`src/rtl/core/rmq_pkg.sv`:
```
// Shared constants, widths and payload types of the rotation-matrix to
// quaternion pipeline. No dependencies.
`timescale 1ns / 1ps
`default_nettype none
package rmq_pkg;

  localparam int DATA_WIDTH = 16;
  localparam int FRAC       = DATA_WIDTH - 2;
  // Magnitudes are pre-shifted so the norm datapath stays narrow
  localparam int SH         = (DATA_WIDTH > 16) ? (DATA_WIDTH - 16) : 0;
  localparam int VW         = DATA_WIDTH + 3;      // branch vector entries
  localparam int MW         = DATA_WIDTH + 1 - SH; // shifted magnitudes
  localparam int SQW        = 2 * MW;              // one square
  localparam int SW         = 2 * MW + 2;          // sum of four squares
  localparam int NW         = MW + 9;              // root of (sum << 16)
  localparam int XW         = 2 * NW;              // root radicand
  localparam int RW         = NW + 1;              // divider remainder
  localparam int QW         = DATA_WIDTH;          // quotient bits
  localparam int DVW        = MW + FRAC + 9;       // dividend

  localparam logic signed [DATA_WIDTH-1:0] ONE_Q =
    {{(DATA_WIDTH-FRAC-1){1'b0}}, 1'b1, {FRAC{1'b0}}};

  typedef logic signed [DATA_WIDTH-1:0] rmq_elem_t;

  typedef struct packed {
    rmq_elem_t r00; rmq_elem_t r01; rmq_elem_t r02;
    rmq_elem_t r10; rmq_elem_t r11; rmq_elem_t r12;
    rmq_elem_t r20; rmq_elem_t r21; rmq_elem_t r22;
  } rmq_mat_t;

  typedef struct packed {
    logic       degen;
    logic [3:0] sgn;
  } rmq_flag_t;

  typedef struct packed {
    rmq_flag_t          flag;
    logic [3:0][MW-1:0] mag;
  } rmq_side_t;

endpackage
`default_nettype wire

```
`src/rtl/core/rmq_sqrt.sv`:
```
// Pipelined integer square root, one result bit per stage (NW stages).
// Depends on rmq_pkg.
`timescale 1ns / 1ps
`default_nettype none
module rmq_sqrt (
  input  wire logic                  clk,
  input  wire logic                  rst_n,
  input  wire logic                  en,
  input  wire logic                  vld_in,
  input  wire rmq_pkg::rmq_side_t    side_in,
  input  wire logic [rmq_pkg::XW-1:0] x_in,
  output logic                       vld_out,
  output rmq_pkg::rmq_side_t         side_out,
  output logic [rmq_pkg::NW-1:0]     root_out
);
  import rmq_pkg::*;

  logic            vld_r  [NW];
  rmq_side_t       side_r [NW];
  logic [XW-1:0]   x_r    [NW];
  logic [NW+1:0]   rem_r  [NW];
  logic [NW-1:0]   root_r [NW];

  for (genvar k = 0; k < NW; k++) begin : g_stage
    logic          vld_src;
    rmq_side_t     side_src;
    logic [XW-1:0] x_src;
    logic [NW+1:0] rem_src, rem_sh, trial, rem_nxt;
    logic [NW-1:0] root_src, root_nxt;
    logic          ge;

    if (k == 0) begin : g_first
      assign vld_src  = vld_in;
      assign side_src = side_in;
      assign x_src    = x_in;
      assign rem_src  = '0;
      assign root_src = '0;
    end else begin : g_next
      assign vld_src  = vld_r[k-1];
      assign side_src = side_r[k-1];
      assign x_src    = x_r[k-1];
      assign rem_src  = rem_r[k-1];
      assign root_src = root_r[k-1];
    end

    // one digit: bring in two radicand bits, try (4*root + 1)
    always_comb begin
      rem_sh   = {rem_src[NW-1:0], x_src[XW-1 -: 2]};
      trial    = {root_src, 2'b01};
      ge       = (rem_sh >= trial);
      rem_nxt  = ge ? (rem_sh - trial) : rem_sh;
      root_nxt = {root_src[NW-2:0], ge};
    end

    always_ff @(posedge clk) begin
      if (!rst_n) begin
        vld_r[k] <= 1'b0;
      end else if (en) begin
        vld_r[k] <= vld_src;
      end
    end

    always_ff @(posedge clk) begin
      if (en) begin
        side_r[k] <= side_src;
        x_r[k]    <= {x_src[XW-3:0], 2'b00};
        rem_r[k]  <= rem_nxt;
        root_r[k] <= root_nxt;
      end
    end
  end

  assign vld_out  = vld_r[NW-1];
  assign side_out = side_r[NW-1];
  assign root_out = root_r[NW-1];

endmodule
`default_nettype wire

```
`config.mk`:
```
export PLATFORM = sky130hd
export DESIGN_NAME = rmq_sqrt
export DESIGN_NICKNAME = d
export VERILOG_FILES = /design/src/rtl/core/rmq_pkg.sv /design/src/rtl/core/rmq_sqrt.sv
export SDC_FILE = /design/constraint.sdc
export NUM_CORES = 2
export LEC_CHECK = 0
export BUFFER_PORTS_ARGS = -buffer_cell sky130_fd_sc_hd__buf_2
export CORE_MARGIN = 5
export CORE_UTILIZATION = 60
export CTS_CLUSTER_SIZE = 16
export DETAILED_ROUTE_END_ITERATION = 8
export GPL_TIMING_DRIVEN = 0
export PLACE_DENSITY = 0.77
export SETUP_SLACK_MARGIN = 0.5
export SLEW_MARGIN = 10
export SYNTH_ARGS = -nofsm -noshare
export SYNTH_HDL_FRONTEND = slang
export SYNTH_MEMORY_MAX_BITS = 65536
export SYNTH_SLANG_ARGS = --single-unit
```
`constraint.sdc`:
```
create_clock -name clk -period 7.3 [get_ports clk]
set_clock_uncertainty 0.1 [all_clocks]
set_input_delay 0.365 -clock clk [delete_from_list [all_inputs] [get_ports clk]]
set_output_delay 0.365 -clock clk [all_outputs]
set_load 0.02 [all_outputs]
```
==> metrics <==
Yosys warning total=0; vias in the first global route=66,570; deepest clock path buffer count=4; H-tree depth=5; Die Span Y=479.8 microns; final net count=8,966; clock sink total=3,540; clock latency on the worst-skew pair=0.95 ns; Vias/cell=5.518; CP max FO=176; antenna violations before repair=6; top cell type's share of synthesized area=80.27%; Final setup viols=0; IO Pins=229; RSZ-0062 raised after global routing=no; post-CTS setup buffers=0; largest net degree at the start of global routing=177; Antenna Nets Post-Route=0; startpoint class of the critical path=primary input; FP Rows=172; Cells after Synth=7,631; status=finished, final reports clean; power share of the sequential group=52.2%; PwrDens=323.3 nW/um^2; maxcap violations=0; Lkg Pwr=55.41 nW; grt ovf=0; Sw Pwr=11.69 mW; top-count cell post-synth=edfxtp_1; critical path class=primary input to register; DRT Pass-1 Iters=8; Area contributors post-synth=edfxtp_1 80%, ha_1 3.6%, xor2_1 1.7%, xnor2_1 1.6%, inv_1 1.3%; Distinct cells, synth=82; layout cells sized above 1=9.669%; CP endpoint kind=register; FMAX=0.1752 GHz; min Tclk post-route=5.707 ns; clock share of power=36.4%; Hold Fails Final Rpt=0; GP Congestion=0.9202; routed vias=64,460; TNS Setup=0 ns; Mean Syn Cell Area=17.35 sq um; Synth Register Bits=3,540; post-route insts no fill=11,680; CTS tree=yes; Net Sw Frac=23.91%; Pint=37.21 mW; Worst Path Required=7.77 ns; Post-CTS Resized=0; Period Utilization, post-route=78.18%; main flop type after synthesis=edfxtp_1; CTS root buf=clkbuf_16; Post-CTS Hold Fix Bufs=218; Initial Utilization=60.26%; placed insts=10,840; DRC errors left=0; combinational power share=11.4%; P&R area growth vs syn=14.25%; Port Buffers=228; commonest cells in the netlist=3,539 x edfxtp_1, 449 x inv_1, 410 x nand2_1; Die X=479.8 microns; Slew Limit Fails=0; GR Util All Layers=20.51%; post-DR wirelength/cell=20.17 microns; Worst Tran Pin Value=1.148 ns; total CTS buffers=357; relative slew slack=21.47%; core area=219,700 sq um; hpwl dp=132,500 microns; Post-Synthesis Net Count=8,139; Cell Area, Synth=132,400 sq um; Worst Hold Class=primary input to register; register area share after synthesis=80.28%; Reg clk slew, reported paths=0.06 ns; final core occ=68.85%; EDFF count, synth=3,539; Async SR Flop Fraction=0%; drt total wl=235,600 microns; crit path DAT=6.17 ns; VDD IR max=0.2912 mV; die footprint=230,200 sq um; first-pass GRT wire length=369,800 microns; 1st-iter DRT viols=5,114; area leader, netlist=edfxtp_1
[final cells by class]
class                   count  area, sq um
flip-flops and latches   3540       106300
fillers                 13800        68450
multi-input cells        3534        24010
clock buffers             431         9318
repair buffers            468         3944
well taps                2958         3701
clock inverters           189         1887
inverters                 450         1689
plain buffers             107        415.4
diodes                      6        15.01
[logic make-up after synthesis]
kind of cell,after synthesis,share of synthesized area [%]
xor+xnor,505,3.341
buf+inv,557,1.590
mux,47,0.3931
flops,3540,80.28
other cells,1,0.002832
fa+ha+maj,379,3.582
compound gates,1157,5.422
simple gates,1445,5.389
[critical path, cell delays in order]
cell and delay (ns):
dlygate4sd3_1 0.59, buf_12 0.42, buf_16 0.53, buf_16 0.59, buf_16 0.54, buf_16 0.49, buf_16 0.57, buf_16 0.59
buf_16 0.57
[registers in the layout, summed over array words and instances (netlist names)]
signal,cells
x_r,650
side_r,1898
rem_r,615
root_r,351
vld_r,26
[routing by layer]
layer | part of all wire [%] | up-vias | track usage, %
met5 | 0 | - | 0
met4 | 3.4 | 0 | 7.286
met3 | 4.5 | 535 | 3.367
met2 | 55 | 1842 | 38.22
met1 | 37 | 31420 | 23.97
li1 | - | 30670 | -
[worst paths after layout]
check	start	depth (start not counted)	to	slack, ns
worst max-delay path	en	9	side_r[1][695]$_DFFE_PP_	1.59
worst min register to register	side_r[1][414]$_DFFE_PP_	0	side_r[1][487]$_DFFE_PP_	0.24
worst max register to register	rem_r[5][56]$_DFFE_PP_	11	rem_r[5][101]$_DFFE_PP_	2.01
worst min-delay path	side_in[49]	2	side_r[0][49]$_DFFE_PP_	0.05
[cells in the final DEF (no fill, tap or decap), types with 152 or more instances in the layout]
master	Yosys	routed
dlygate4sd3_1	0	218
inv_1	449	449
a21o_1	163	163
nor2_1	311	311
ha_1	379	379
clkbuf_16	0	362
nor3_1	152	152
o21ai_0	329	329
nand2_1	410	410
buf_2	4	231
edfxtp_1	3539	3539
xor2_1	263	263
a21oi_1	330	330
xnor2_1	242	242
clkbuf_1	97	166
[power by group through the flow]
stage / Combinational [mW] / Sequential [mW] / Clock [mW]
3_5_place_dp: 5.44 / 25.9 / 0
5_1_grt: 6.20 / 25.7 / 19.2
4_1_cts: 5.57 / 25.5 / 18.2
3_3_place_gp: 5.29 / 27.9 / 0
2_1_floorplan: 3.75 / 25.6 / 0
6_report: 5.58 / 25.5 / 17.8
[through the flow]
stage / cell area, sq um / setup WS (ns) / total power, mW / hold slack [ns]
after floorplan: 132400 / 3.766 / 29.31 / 0.3003
after global placement: 137200 / -48.08 / 33.20 / 0.3000
after detailed placement: 137900 / 1.243 / 31.31 / 0.3045
after CTS: 151300 / 1.559 / 49.26 / 0.0003949
after global routing: 151300 / 1.347 / 51.12 / 0.009186
final: 151300 / 1.593 / 48.90 / 0.05195
Power figures use the tool's default switching activity.
