==> config.mk <==
export PLATFORM = sky130hd
export DESIGN_NAME = rmq_front
export DESIGN_NICKNAME = d
export VERILOG_FILES = /design/src/rtl/core/rmq_pkg.sv /design/src/rtl/core/rmq_front.sv
export SDC_FILE = /design/constraint.sdc
export NUM_CORES = 2
export LEC_CHECK = 0
export BUFFER_PORTS_ARGS = -buffer_cell sky130_fd_sc_hd__buf_2
export CAP_MARGIN = 10
export CORE_MARGIN = 2
export CORE_UTILIZATION = 35
export DETAILED_ROUTE_END_ITERATION = 16
export PLACE_DENSITY = 0.51
export SLEW_MARGIN = 10
export SYNTH_ARGS = -nofsm -noshare
export SYNTH_HDL_FRONTEND = slang
export SYNTH_SLANG_ARGS = --single-unit
==> constraint.sdc <==
create_clock -name clk -period 6.58 [get_ports clk]
set_input_delay 0.658 -clock clk [delete_from_list [all_inputs] [get_ports clk]]
set_output_delay 0.658 -clock clk [all_outputs]
set_load 0.02 [all_outputs]
==> src/rtl/core/rmq_pkg.sv <==
// Shared constants, widths and payload types of the rotation-matrix to
// quaternion pipeline. No dependencies.
`timescale 1ns / 1ps
`default_nettype none
package rmq_pkg;

  localparam int DATA_WIDTH = 16;
  localparam int FRAC       = DATA_WIDTH - 2;
  // Magnitudes are pre-shifted so the norm datapath stays narrow
  localparam int SH         = (DATA_WIDTH > 16) ? (DATA_WIDTH - 16) : 0;
  localparam int VW         = DATA_WIDTH + 3;      // branch vector entries
  localparam int MW         = DATA_WIDTH + 1 - SH; // shifted magnitudes
  localparam int SQW        = 2 * MW;              // one square
  localparam int SW         = 2 * MW + 2;          // sum of four squares
  localparam int NW         = MW + 9;              // root of (sum << 16)
  localparam int XW         = 2 * NW;              // root radicand
  localparam int RW         = NW + 1;              // divider remainder
  localparam int QW         = DATA_WIDTH;          // quotient bits
  localparam int DVW        = MW + FRAC + 9;       // dividend

  localparam logic signed [DATA_WIDTH-1:0] ONE_Q =
    {{(DATA_WIDTH-FRAC-1){1'b0}}, 1'b1, {FRAC{1'b0}}};

  typedef logic signed [DATA_WIDTH-1:0] rmq_elem_t;

  typedef struct packed {
    rmq_elem_t r00; rmq_elem_t r01; rmq_elem_t r02;
    rmq_elem_t r10; rmq_elem_t r11; rmq_elem_t r12;
    rmq_elem_t r20; rmq_elem_t r21; rmq_elem_t r22;
  } rmq_mat_t;

  typedef struct packed {
    logic       degen;
    logic [3:0] sgn;
  } rmq_flag_t;

  typedef struct packed {
    rmq_flag_t          flag;
    logic [3:0][MW-1:0] mag;
  } rmq_side_t;

endpackage
`default_nettype wire

==> src/rtl/core/rmq_front.sv <==
// Front end: branch select, branch vector, magnitudes, squares and norm sum.
// Four register stages. Depends on rmq_pkg.
`timescale 1ns / 1ps
`default_nettype none
module rmq_front (
  input  wire logic                  clk,
  input  wire logic                  rst_n,
  input  wire logic                  en,
  input  wire logic                  vld_in,
  input  wire rmq_pkg::rmq_mat_t     mat_in,
  output logic                       vld_out,
  output rmq_pkg::rmq_side_t         side_out,
  output logic [rmq_pkg::XW-1:0]     x_out
);
  import rmq_pkg::*;

  localparam logic signed [VW-1:0] OneV = {{(VW-FRAC-1){1'b0}}, 1'b1, {FRAC{1'b0}}};

  // stage 1: branch vector
  logic                        s1_vld_r, s1_vld_nxt;
  logic signed [3:0][VW-1:0]   s1_v_r, s1_v_nxt;
  logic                        s1_apos_r, s1_apos_nxt;
  // stage 2: magnitudes
  logic                        s2_vld_r;
  rmq_side_t                   s2_side_r, s2_side_nxt;
  // stage 3: squares
  logic                        s3_vld_r;
  rmq_side_t                   s3_side_r;
  logic [3:0][SQW-1:0]         s3_sq_r, s3_sq_nxt;
  // stage 4: norm
  logic                        s4_vld_r;
  rmq_side_t                   s4_side_r, s4_side_nxt;
  logic [XW-1:0]               s4_x_r, s4_x_nxt;

  // Shepperd branch selection and vector forming
  always_comb begin
    logic signed [VW-1:0] e00, e01, e02, e10, e11, e12, e20, e21, e22, t, a;
    e00 = VW'(mat_in.r00); e01 = VW'(mat_in.r01); e02 = VW'(mat_in.r02);
    e10 = VW'(mat_in.r10); e11 = VW'(mat_in.r11); e12 = VW'(mat_in.r12);
    e20 = VW'(mat_in.r20); e21 = VW'(mat_in.r21); e22 = VW'(mat_in.r22);
    t = e00 + e11 + e22;
    s1_vld_nxt = vld_in;
    priority if (t > 0) begin
      a = OneV + t;
      s1_v_nxt[0] = a;         s1_v_nxt[1] = e21 - e12;
      s1_v_nxt[2] = e02 - e20; s1_v_nxt[3] = e10 - e01;
    end else if (e00 > e11 && e00 > e22) begin
      a = OneV + e00 - e11 - e22;
      s1_v_nxt[0] = e21 - e12; s1_v_nxt[1] = a;
      s1_v_nxt[2] = e01 + e10; s1_v_nxt[3] = e02 + e20;
    end else if (e11 > e22) begin
      a = OneV + e11 - e00 - e22;
      s1_v_nxt[0] = e02 - e20; s1_v_nxt[1] = e01 + e10;
      s1_v_nxt[2] = a;         s1_v_nxt[3] = e12 + e21;
    end else begin
      a = OneV + e22 - e00 - e11;
      s1_v_nxt[0] = e10 - e01; s1_v_nxt[1] = e02 + e20;
      s1_v_nxt[2] = e12 + e21; s1_v_nxt[3] = a;
    end
    s1_apos_nxt = (a > 0);
  end

  // magnitudes and signs
  always_comb begin
    logic signed [VW-1:0] av;
    logic [VW-1:0]        sh;
    s2_side_nxt.flag.degen = !s1_apos_r;
    for (int k = 0; k < 4; k++) begin
      av = s1_v_r[k][VW-1] ? -s1_v_r[k] : s1_v_r[k];
      sh = VW'(av) >> SH;
      s2_side_nxt.mag[k]      = sh[MW-1:0];
      s2_side_nxt.flag.sgn[k] = s1_v_r[k][VW-1];
    end
  end

  // squares
  always_comb begin
    for (int k = 0; k < 4; k++) begin
      s3_sq_nxt[k] = SQW'(s2_side_r.mag[k]) * SQW'(s2_side_r.mag[k]);
    end
  end

  // norm sum, scaled by 2^16 for the root
  always_comb begin
    logic [SW-1:0] nsq;
    nsq = SW'(s3_sq_r[0]) + SW'(s3_sq_r[1]) + SW'(s3_sq_r[2]) + SW'(s3_sq_r[3]);
    s4_x_nxt    = {nsq, 16'b0};
    s4_side_nxt = s3_side_r;
    s4_side_nxt.flag.degen = s3_side_r.flag.degen || (nsq == '0);
  end

  always_ff @(posedge clk) begin
    if (!rst_n) begin
      s1_vld_r <= 1'b0;
      s2_vld_r <= 1'b0;
      s3_vld_r <= 1'b0;
      s4_vld_r <= 1'b0;
    end else if (en) begin
      s1_vld_r <= s1_vld_nxt;
      s2_vld_r <= s1_vld_r;
      s3_vld_r <= s2_vld_r;
      s4_vld_r <= s3_vld_r;
    end
  end

  always_ff @(posedge clk) begin
    if (en) begin
      s1_v_r    <= s1_v_nxt;
      s1_apos_r <= s1_apos_nxt;
      s2_side_r <= s2_side_nxt;
      s3_side_r <= s2_side_r;
      s3_sq_r   <= s3_sq_nxt;
      s4_side_r <= s4_side_nxt;
      s4_x_r    <= s4_x_nxt;
    end
  end

  assign vld_out  = s4_vld_r;
  assign side_out = s4_side_r;
  assign x_out    = s4_x_r;

endmodule
`default_nettype wire

==> results.tsv <==
stage	metric	value	unit
worst_setup_path	cpMostUsedCell	fa_1	
sta	finClkSkew	0.04807	ns
worst_setup_path	slowest_delay	0.57	ns
yosys	synthCells	6458	
worst_setup_path	critPathBufInv	7	
clock_network	root_buffer	clkbuf_16	
worst_setup_path	cp_top_family	adder cells	
clock_network	cts_buffers	58	
run	drv_cap	0	
clock_network	cts.path.max_buffers	3	
grt	grt_overflow	0	
sta	fin_setup_tns	0	ns
yosys	synth_ff_type	edfxtp_1	
worst_setup_path	cp.arrival	6.89	ns
grt	track_usage	0.2071	
sta	finalSetupViolCount	0	
final_layout	syn2layout_area_growth	14.30	%
yosys	avgSynthCellArea	9.918	um2
worst_setup_path	start_kind	register	
yosys	synth_edf_count	456	
die	rows	157	
place	hpwlAfterDp	163.2	mm
die	pin_count	274	
place	globalplace.congestion	0.9148	
grt	grt_pass1_vias	48450	
worst_setup_path	crit_path_end_kind	register	
yosys	syn_area	64050	um2
clock_network	clock_sinks	460	
detailed_routing	first_pass_iters	5	
detailed_routing	wl_per_cell	20.28	um
worst_setup_path	cp_slowest_cell	fa_1	
sta	drv_slew	0	
grt	antenna_found_initial	24	
grt	grt_pass1_wl	291.4	mm
yosys	ys_types	82	
grt	grt_start_max_net_pins	150	
sta	max_freq	0.1555	GHz
worst_setup_path	required	7.03	ns
sta	timing.slew.headroom	0.3717	
clock_network	insertion_delay	0.72	ns
die	dieArea	186400	um2
yosys	ys_warn_count	0	
detailed_routing	routed_via_density	4.883	
final_layout	final_common_cell	inv_1	
worst_setup_path	path_class	reg2reg	
yosys	synth_seq_area_share	0.2150	
die	die_w	431.8	um
clock_network	cts_max_level	2	
sta	tightest_slew	0.9279	ns
sta	final.period_utilization	0.9776	
worst_setup_path	worstPathMaxFanout	5	
clock_network	cts_tree	built	
detailed_routing	num_vias	46060	
min_path	min_path_type	in2reg	
detailed_routing	ant_nets	0	
die	core	182500	um2
sta	hold_viol	0	
place	portBuffers	257	
status	status	completed	
detailed_routing	drc	0	
die	die_h	431.8	um
final_layout	finalNetCount	8816	
yosys	ys_ff_latch	460	
sta	rsz0062_at_grt	true	
die	start_util	0.3510	
clock_network	path_clk_slew	0.07	ns
yosys	async_flop_share	0	
detailed_routing	wl	191.3	mm
detailed_routing	drt_iter0_drc	2505	
final_layout	drive_gt1_frac	0.1257	
final_layout	final_cell_mix	inv_1, fa_1, ha_1	
sta	post-route-min-period	6.433	ns
kinds of logic after synthesis:
logic type	synth area share
compound gates	0.09176
xor+xnor	0.04964
fa+ha+maj	0.4336
mux	0.009221
simple gates	0.1106
flops	0.2150
buf+inv	0.08998
other cells	0.0001173
area by class of cell:
class / instances / area (um2)
Antenna cell: 11 / 27.53
Clock buffer: 62 / 1488
Clock inverter: 44 / 462.9
Fill cell: 17930 / 109300
Inverter: 1338 / 5022
Multi-Input combinational cell: 4500 / 45060
Sequential cell: 460 / 13770
Tap cell: 2385 / 2984
Timing Repair Buffer: 631 / 4385
timing repair:
action | 4_1_cts | 5_1_grt
endpoints found under the setup margin | 6 | 31
pin swaps | 1 | 71
hold endpoints to repair | 0 | 0
resized for setup | 4 | 126
setup buffers | 5 | 63
hold buffers | 0 | 0
layer usage:
metal / global-route usage / up-vias / wire, um / part of all wire
met3: 0.01880 / 285 / 5922 / 0.031
met2: 0.3584 / 886 / 94640 / 0.49
li1: - / 21870 / - / -
met1: 0.2585 / 23010 / 80330 / 0.42
met4: 0.1028 / 6 / 10340 / 0.054
met5: 0 / - / 37 / 0.00019
synthesized netlist by cell type (all sizes together), types with 29 or more instances:
| cell | instances | area, um2 |
|---|---|---|
| nand3 | 57 | 285.3 |
| mux2i | 41 | 410.4 |
| nand2b | 54 | 345.3 |
| a31oi | 46 | 287.8 |
| a211oi | 45 | 337.8 |
| buf | 31 | 192.7 |
| clkbuf | 146 | 548.0 |
| o21a | 33 | 247.7 |
| xor2 | 67 | 586.8 |
| nand2 | 544 | 2042 |
| or3 | 30 | 187.7 |
| a21oi | 240 | 1201 |
| o211ai | 29 | 217.7 |
| and3 | 31 | 193.9 |
| nor2b | 65 | 406.6 |
| nor2 | 291 | 1092 |
| inv | 1338 | 5022 |
| nor3 | 84 | 425.4 |
| o21ai | 179 | 895.9 |
| and2 | 225 | 1408 |
| fa | 901 | 18040 |
| edfxtp | 456 | 13690 |
| xnor2 | 296 | 2592 |
| o31ai | 44 | 330.3 |
| o21bai | 38 | 285.3 |
| a21o | 92 | 690.7 |
| ha | 778 | 9734 |
flip-flops by register name, indices dropped and copies added (netlist names):
register   cells
s1_apos_r      1
s1_v_r        72
s1_vld_r       1
s2_side_r     73
s2_vld_r       1
s3_side_r     73
s3_sq_r      128
s3_vld_r       1
side_out      73
vld_out        1
x_out         36
per-stage QoR:
| stage | instance area [um2] | util | hold slack, ns | setup slack, ns | std cells |
|---|---|---|---|---|---|
| after floorplan | 64110 | - | 0.4003 | 0.06367 | 6475 |
| after global placement | 70180 | 0.3846 | 0.4003 | -0.06423 | 9246 |
| after detailed placement | 70180 | 0.3846 | 0.4045 | -0.06969 | 9246 |
| after CTS | 72190 | 0.3956 | 0.1949 | -0.03286 | 9357 |
| after global routing | 73200 | 0.4011 | 0.2358 | -0.1107 | 9429 |
| final | 73200 | 0.4011 | 0.2391 | 0.1472 | 9431 |
final timing paths:
| path | startpoint | slack [ns] | to | depth (start not counted) |
|---|---|---|---|---|
| hold / removal | rst_n | 0.24 | vld_out$_SDFFE_PN0P_ | 2 |
| setup reg to reg | s2_side_r[58]$_DFFE_PP_ | 0.15 | s3_sq_r[133]$_DFFE_PP_ | 25 |
| setup / recovery | s2_side_r[58]$_DFFE_PP_ | 0.15 | s3_sq_r[133]$_DFFE_PP_ | 25 |
| hold reg to reg | s3_side_r[49]$_DFFE_PP_ | 0.41 | side_out[49]$_DFFE_PP_ | 0 |
worst register-to-register path: stages (launching register included):
cell and delay [ns]:
edfxtp_1 0.38, buf_4 0.15, buf_6 0.12, nand2_2 0.06, fa_1 0.44, buf_4 0.16
fa_1 0.49, inv_1 0.05, fa_1 0.51, fa_1 0.44, fa_1 0.57, inv_2 0.04
fa_1 0.52, inv_2 0.05, ha_4 0.26, and3_4 0.19, and3_4 0.19, o21ai_2 0.06
a21oi_2 0.12, buf_4 0.15, o211ai_1 0.15, a21oi_2 0.27, or2_4 0.17, nand4_1 0.12
a311o_1 0.39, xnor2_1 0.14
Power is not shown: default switching activity piles up to over one toggle a cycle in this logic, so the estimate is an artifact.
